$ cat src/design/gfba_pkg.sv
// Shared codes and widths for the grouped free-block allocator.
package gfba_pkg;

   localparam int STATUS_W = 2;
   localparam int FIELD_W  = 16;
   localparam int LEVEL_W  = 7;

   localparam logic [STATUS_W-1:0] STATUS_OK      = 2'd0;
   localparam logic [STATUS_W-1:0] STATUS_NOSPACE = 2'd1;
   localparam logic [STATUS_W-1:0] STATUS_REJECT  = 2'd2;

   localparam logic OP_ALLOC = 1'b0;
   localparam logic OP_FREE  = 1'b1;

   localparam int STATE_W = 2;
   localparam logic [STATE_W-1:0] ST_IDLE   = 2'd0;
   localparam logic [STATE_W-1:0] ST_ALLOC  = 2'd1;
   localparam logic [STATE_W-1:0] ST_SPILL  = 2'd2;
   localparam logic [STATE_W-1:0] ST_REFILL = 2'd3;

endpackage

$ cat src/design/gfba_ram.sv
// Simple dual-port synchronous RAM, one write and one registered read per cycle.
module gfba_ram import gfba_pkg::*; #(
   parameter int DEPTH = 100,
   parameter int WIDTH = 16
) (
   input  logic                     clock,
   input  logic                     wr_en,
   input  logic [$clog2(DEPTH)-1:0] wr_addr,
   input  logic [WIDTH-1:0]         wr_data,
   input  logic [$clog2(DEPTH)-1:0] rd_addr,
   output logic [WIDTH-1:0]         rd_data
);

   logic [WIDTH-1:0] mem [DEPTH];
   logic [WIDTH-1:0] rd_data_ff;

   always_ff @(posedge clock) begin
      if (wr_en) begin
         mem[wr_addr] <= wr_data;
      end
      rd_data_ff <= mem[rd_addr];
   end

   assign rd_data = rd_data_ff;

endmodule
$ cat config.mk
export PLATFORM = sky130hd
export DESIGN_NAME = gfba_ram
export DESIGN_NICKNAME = d
export VERILOG_FILES = /design/src/design/gfba_pkg.sv /design/src/design/gfba_ram.sv
export SDC_FILE = /design/constraint.sdc
export NUM_CORES = 1
export LEC_CHECK = 0
export BUFFER_PORTS_ARGS = -buffer_cell sky130_fd_sc_hd__buf_2
export CORE_MARGIN = 2
export CORE_UTILIZATION = 35
export DETAILED_ROUTE_END_ITERATION = 16
export SLEW_MARGIN = 25
export SYNTH_ARGS = -nofsm -noshare
export SYNTH_HDL_FRONTEND = slang
export SYNTH_SLANG_ARGS = --single-unit
$ cat constraint.sdc
create_clock -name clock -period 2.2 [get_ports clock]
set_input_delay 0.22 -clock clock [delete_from_list [all_inputs] [get_ports clock]]
set_output_delay 0.22 -clock clock [all_outputs]
set_load 0.05 [all_outputs]
==> results of run 1 <==
final cells by class:
class                           count  share of cell area [%]
Inverter                            4                 0.02366
Timing Repair Buffer              439                   6.413
Clock buffer                      201                   5.728
Tap cell                         2340                   3.954
Multi-Input combinational cell    905                   17.23
Sequential cell                  1616                   65.32
Clock inverter                     95                   1.315
Antenna cell                        5                 0.01690
synthesized netlist by cell type, types with 6 or more instances:
cell,count,area (um^2)
edfxtp_1,1600,48050
mux4_2,440,9910
nor2_1,110,412.9
nand2_1,61,229.0
clkbuf_1,49,183.9
buf_2,41,205.2
a211oi_1,38,285.3
mux2i_1,35,350.3
nor2b_1,32,200.2
a21oi_1,27,135.1
buf_4,26,195.2
a22oi_1,24,180.2
o22ai_1,20,125.1
buf_6,19,214.0
dfxtp_1,16,320.3
o21ai_0,14,70.07
nand3_1,13,65.06
a31oi_1,12,75.07
and2_1,12,75.07
nor3_1,12,60.06
a31o_1,10,87.58
buf_1,8,30.03
a221oi_1,6,52.55
state kept, by name, summed over array words and instances, names as in the netlist:
| register | flops |
|---|---|
| mem | 1600 |
| rd_data | 16 |
logic make-up after synthesis:
logic type | count (synthesis)
flops | 1616
mux | 477
simple gates | 257
compound gates | 171
buf+inv | 148
worst paths after layout:
check / to / slack [ns] / cells after the start
worst min-delay path: mem[1][15] / 0.04 / 1
worst max-delay path: rd_data[15] / 0.05 / 6
worst min register to register: rd_data[0] / 0.73 / 3
worst max register to register: rd_data[15] / 0.05 / 6
through the flow:
stage	utilization [%]	power, mW	setup WS, ns	TNS, ns
6_report	42.09	64.82	0.05180	0
3_5_place_dp	38.99	38.41	-0.6840	-6.942
2_1_floorplan	-	36.48	0.07374	0
3_3_place_gp	38.99	38.37	-0.7057	-7.138
5_1_grt	42.09	66.75	0.0007536	0
4_1_cts	42.06	65.35	0.02636	0
per-layer routing:
layer / wire length (um) / part of all wire (%) / up-vias / track usage [%]
met4: 3237 / 2.1 / 0 / 4.478
met1: 64960 / 42 / 16050 / 23.99
met3: 9848 / 6.4 / 188 / 2.861
li1: - / - / 12340 / -
met5: 0 / 0 / - / 0
met2: 75500 / 49 / 1052 / 27.74
timing repair:
action	4_1_cts	5_1_grt
pin swaps	0	3
hold buffers	15	0
hold endpoints to repair	493	0
setup buffers	0	0
gates resized for setup	10	8
endpoints found under the setup margin	5	10
power by group:
group	internal (mW)	leakage (nW)	switching, mW
clock	15.4	2.54	11.6
sequential	34.0	14.5	0.0949
combinational	1.52	6.26	2.17
total	50.9	23.3	13.9
==> out/metrics.yaml, run 1 <==
synthCells: 2669
p_leak_nw: 23.32
critical_path.top_delay_family: "multiplexers"
die_x_um: 424.3
synth_fp_nets: 2701
period_minus_slack_ns: 2.148
criticalPathCategory: "flop to flop"
synth-simple-area-share_pct: 1.862
clockBufferDepth: 3
hold_viol: 0
cts.sinks: 1616
rows: 154
die_area_mm2: 0.1800
multi_input_area_mm2: 0.01276
fin_area_mm2: 0.07405
yosys_warnings: 0
wirelength_um: 153600
grt_pass1_vias: 29780
antenna_left: 0
synth-xor-area-share_pct: 0
numPortBuffers: 47
drt_iter0_markers: 3098
clk_pin_slew_ns: 0.06
crit_arrival_ns: 2.79
grt_pass1_wl_um: 220400
cpMostUsedCell: "mux4_2"
synth_area_mm2: 0.06183
critPathMaxFanout: 1
fin_nets: 3160
startpoint: "mem[26][15]"
post-route-drc-count: 0
cp-end-kind: "flop"
cp_slowest_cell: "mux4_2"
rsz0062_at_grt: "no"
die_h_um: 424.3
synth-compound-area-share_pct: 1.900
drt-vias-per-instance: 5.286
vias: 29630
cp_num_buf_inv: 1
drive_gt1_share_pct: 34.63
crit_required_ns: 2.84
area_delta_synth_final_pct: 19.75
outcome: "finished, final reports clean"
core_mm2: 0.1759
slew_headroom_pct: 41.46
ys_async_sr_fraction_pct: 0
crit_chain: "mux4_2 -> mux4_2 -> o22ai_2 -> buf_4 -> a31o_1 -> a31oi_1"
h-tree-depth: 4
dpl_cell_area_mm2: 0.06859
num_io_pins: 48
setup_violations: 0
synth-main-ff-cell: "edfxtp_1"
peakVddDrop_mv: 0.7978
maxCapViolations: 0
fmax_mhz: 465.5
synth_top_family_by_area: "multiplexers"
final_cell_mix: "edfxtp_1 (1,600), mux4_2 (440), buf_4 (277)"
synth_seq_cells: 1616
post-dp-hpwl_um: 96020
synthAdderAreaFrac_pct: 0
numCtsBuffers: 162
antenna_found_initial: 7
r2r_start: "mem[26][15]"
grtUsageTotal_pct: 17.08
wl_per_cell_um: 27.40
finalNonFillerCells: 5605
yosysUniqueCellTypes: 42
finClkSkew_ns: 0.03597
yosys-mux-area-fraction_pct: 16.63
start_kind: "flop"
cts-root-buf: "clkbuf_16"
slew_viol_final: 0
synth.avg_cell_area_um2: 23.17
synth.yosys.seq_area_share_pct: 78.22
grt_overflow: 0
critPathMaxStageDelay_ns: 0.56
post-route-period-util_pct: 97.65
drt-pass1-iter-count: 5
min_from: "wr_data[15]"
start_util_pct: 35.15
regArea_mm2: 0.04837
tightest_slew_ns: 0.8700
hold_ws_ns: 0.04434
hp-class: "input pin to flop"
place_congestion: 0.8423
synth_edf_count: 1600
fill_cells: 15000
p_per_area_mw_per_mm2: 875.4
grt_max_degree: 101
cts_tree: "done"
final_common_cell: "edfxtp_1"
insertion_delay_ns: 0.80
dpl.cell_count: 5289
(Power assumes the default switching activity.)
==> inputs of run 2 (changes only) <==
--- a/config.mk
+++ b/config.mk
@@ -7,7 +7,7 @@
 export LEC_CHECK = 0
 export BUFFER_PORTS_ARGS = -buffer_cell sky130_fd_sc_hd__buf_2
 export CORE_MARGIN = 2
-export CORE_UTILIZATION = 35
+export CORE_UTILIZATION = 43
 export DETAILED_ROUTE_END_ITERATION = 16
 export SLEW_MARGIN = 25
 export SYNTH_ARGS = -nofsm -noshare
==> run 2 against run 1 <==
  * Critical path type unchanged
  * Combinational power increased by 2%
  * Non-clock buffer count up 8
  * Cell count is 7.8% lower
  * Highest routed layer unchanged
  * Critical path depth unchanged
  * Largest power group unchanged
==> out/metrics.yaml, run 2 (same netlist as run 1, synthesis figures left out) <==
r2r_cells: 6  # unchanged
r2r_start: "mem[94][8]"  # was mem[26][15]
start_kind: "flop"  # unchanged
fin_util_pct: 51.50  # was 42.09%
regArea_mm2: 0.04837  # unchanged
fin_nets: 3168  # was 3,160
grt_overflow: 0  # unchanged
grtUsageTotal_pct: 21.89  # was 17.08%
die_area_mm2: 0.1468  # was 0.1800 mm^2
power_mw: 65.19  # was 64.82 mW
core_mm2: 0.1431  # was 0.1759 mm^2
cts_tree: "done"  # unchanged
cts.sinks: 1616  # unchanged
drt_iter0_markers: 3863  # was 3,098
p_per_area_mw_per_mm2: 884.3  # was 875.4 mW/mm^2
rsz0062_at_grt: "no"  # unchanged
cts-root-buf: "clkbuf_16"  # unchanged
clockBufferDepth: 3  # unchanged
multi_input_area_mm2: 0.01275  # was 0.01276 mm^2
clk_pin_slew_ns: 0.06  # about the same
antenna_found_initial: 5  # was 7
post-dp-hpwl_um: 99720  # was 96,020 um
postCtsSetupBuffers: 0  # unchanged
drt-vias-per-instance: 5.847  # was 5.286
drt-pass1-iter-count: 8  # was 5
rrSetupSlack_ns: 0.03  # was 0.05 ns
cpMostUsedCell: "a21boi_0"  # was mux4_2
fin_ws_ns: 0.02597  # was 0.05180 ns
h-tree-depth: 4  # unchanged
hold_viol: 0  # unchanged
pre_cts_ws_ns: -0.7996  # was -0.6840 ns
regMostFlops: "mem"  # unchanged
peakVddDrop_mv: 0.6729  # was 0.7978 mV
whs_endpoint: "mem[57][8]"  # was mem[1][15]
critPathMaxStageDelay_ns: 0.47  # was 0.56 ns
min_from: "wr_addr[1]"  # was wr_data[15]
drive_gt1_share_pct: 34.40  # was 34.63%
grt_pass1_vias: 30990  # was 29.78k
finClkSkew_ns: 0.03337  # was 0.03597 ns
fin_area_mm2: 0.07372  # was 0.07405 mm^2
crit_arrival_ns: 2.85  # was 2.79 ns
numPortBuffers: 47  # unchanged
period_minus_slack_ns: 2.174  # was 2.148 ns
vias: 30220  # was 29.63k
tightest_slew_ns: 0.7538  # was 0.8700 ns
slew_viol_final: 0  # unchanged
outcome: "finished, final reports clean"  # unchanged
final_cell_mix: "edfxtp_1 (1,600), mux4_2 (440), buf_4 (276)"  # was edfxtp_1 (1,600), mux4_2 (440), buf_4 (277)
slew_headroom_pct: 49.56  # was 41.46%
dpl_cell_area_mm2: 0.06812  # was 0.06859 mm^2
largest_reg_flops: 1600  # unchanged
hold_ws_ns: 0.08467  # was 0.04434 ns
antenna_left: 0  # unchanged
final_common_cell: "edfxtp_1"  # unchanged
grt_pass1_wl_um: 227500  # was 220,400 um
rows: 139  # was 154
hp-class: "input pin to flop"  # unchanged
grt_max_degree: 101  # unchanged
num_io_pins: 48  # unchanged
die_h_um: 383.2  # was 424.3 um
post-route-drc-count: 0  # unchanged
start_util_pct: 43.20  # was 35.15%
insertion_delay_ns: 0.80  # about the same
area_delta_synth_final_pct: 19.23  # was 19.75%
crit_required_ns: 2.88  # was 2.84 ns
critPathMaxFanout: 1  # unchanged
fill_cells: 10950  # was 15.00k
cp-end-kind: "flop"  # unchanged
min_path_cells: 3  # was 1
r2r-end: "rd_data[8]"  # was rd_data[15]
wl_per_cell_um: 30.76  # was 27.40 um
p_leak_nw: 23.41  # was 23.32 nW
place_congestion: 0.8749  # was 0.8423
critical_path.top_delay_family: "compound AO/OA/AOI/OAI gates"  # was multiplexers
numCtsBuffers: 162  # unchanged
crit_chain: "mux4_2 -> a22oi_1 -> a21boi_0 -> nor3_2 -> o21ai_0 -> a21boi_0"  # was mux4_2 -> mux4_2 -> o22ai_2 -> buf_4 -> a31o_1 -> a31oi_1
criticalPathCategory: "flop to flop"  # unchanged
die_x_um: 383.2  # was 424.3 um
cp_num_buf_inv: 0  # was 1
fmax_mhz: 460.0  # was 465.5 MHz
startpoint: "mem[94][8]"  # was mem[26][15]
maxCapViolations: 0  # unchanged
post-route-period-util_pct: 98.82  # was 97.65%
cp_slowest_cell: "mux4_2"  # unchanged
setup_violations: 0  # unchanged
wirelength_um: 159000  # was 153,600 um
==> run 2: changes by cell type in the layout (fill, tap and decap cells not counted), sizes merged <==
| cell | previous run | this run |
|---|---|---|
| buf | 424 | 430 |
| bufinv | 14 | 16 |
| clkbuf | 201 | 197 |
| clkinv | 69 | 72 |
| diode | 5 | 3 |
| dlygate4sd3 | 15 | 17 |
| inv | 14 | 7 |
==> run 2: repair_timing <==
action | 4_1_cts | 5_1_grt
hold endpoints to repair | 520 | 0
resized for setup | 10 | 15
endpoints found under the setup margin | 7 | 5
hold buffers | 17 | 0
pin swaps | 2 | 2
==> run 2: where the power goes <==
group / internal [mW] / switching (mW)
Combinational: 1.50 / 2.26
Clock: 15.8 / 11.5
Sequential: 34.0 / 0.109
Total: 51.3 / 13.9
==> run 2: layout make-up <==
type                            instances  area share [%]
Sequential cell                      1616           65.61
Multi-Input combinational cell        905           17.30
Timing Repair Buffer                  447           6.648
Clock buffer                          197           5.818
Tap cell                             1903           3.230
Clock inverter                         93           1.368
Inverter                                4         0.02206
Antenna cell                            3         0.01018
==> run 2: tightest hold or removal path, stage by stage <==
cell and delay (ns):
buf_2 0.22, nor3_2 0.09, buf_12 0.15
==> run 2: through the flow <==
stage	instances	setup TNS [ns]
4_1_cts	5165	-0.01679
5_1_grt	5165	0
3_3_place_gp	4858	-8.125
3_5_place_dp	4858	-8.079
2_1_floorplan	2669	0
6_report	5168	0
==> run 2: worst max-delay path by stage <==
stage                   to  slack [ns]  cells after the start
6_report        rd_data[8]        0.03                      6
5_1_grt         rd_data[8]       0.002                      7
4_1_cts        rd_data[14]       -0.02                      8
3_5_place_dp    rd_data[0]       -0.80                     10
3_3_place_gp    rd_data[0]       -0.91                     10
2_1_floorplan   mem[26][0]        0.07                      5
==> run 2: routing by layer <==
layer / GRT usage, % / up-vias / wire [um]
met4: 7.334 / 0 / 4628
met1: 30.99 / 16310 / 65050
met5: 0 / - / 0
met2: 34.03 / 1336 / 76110
met3: 4.624 / 219 / 13160
li1: - / 12350 / -
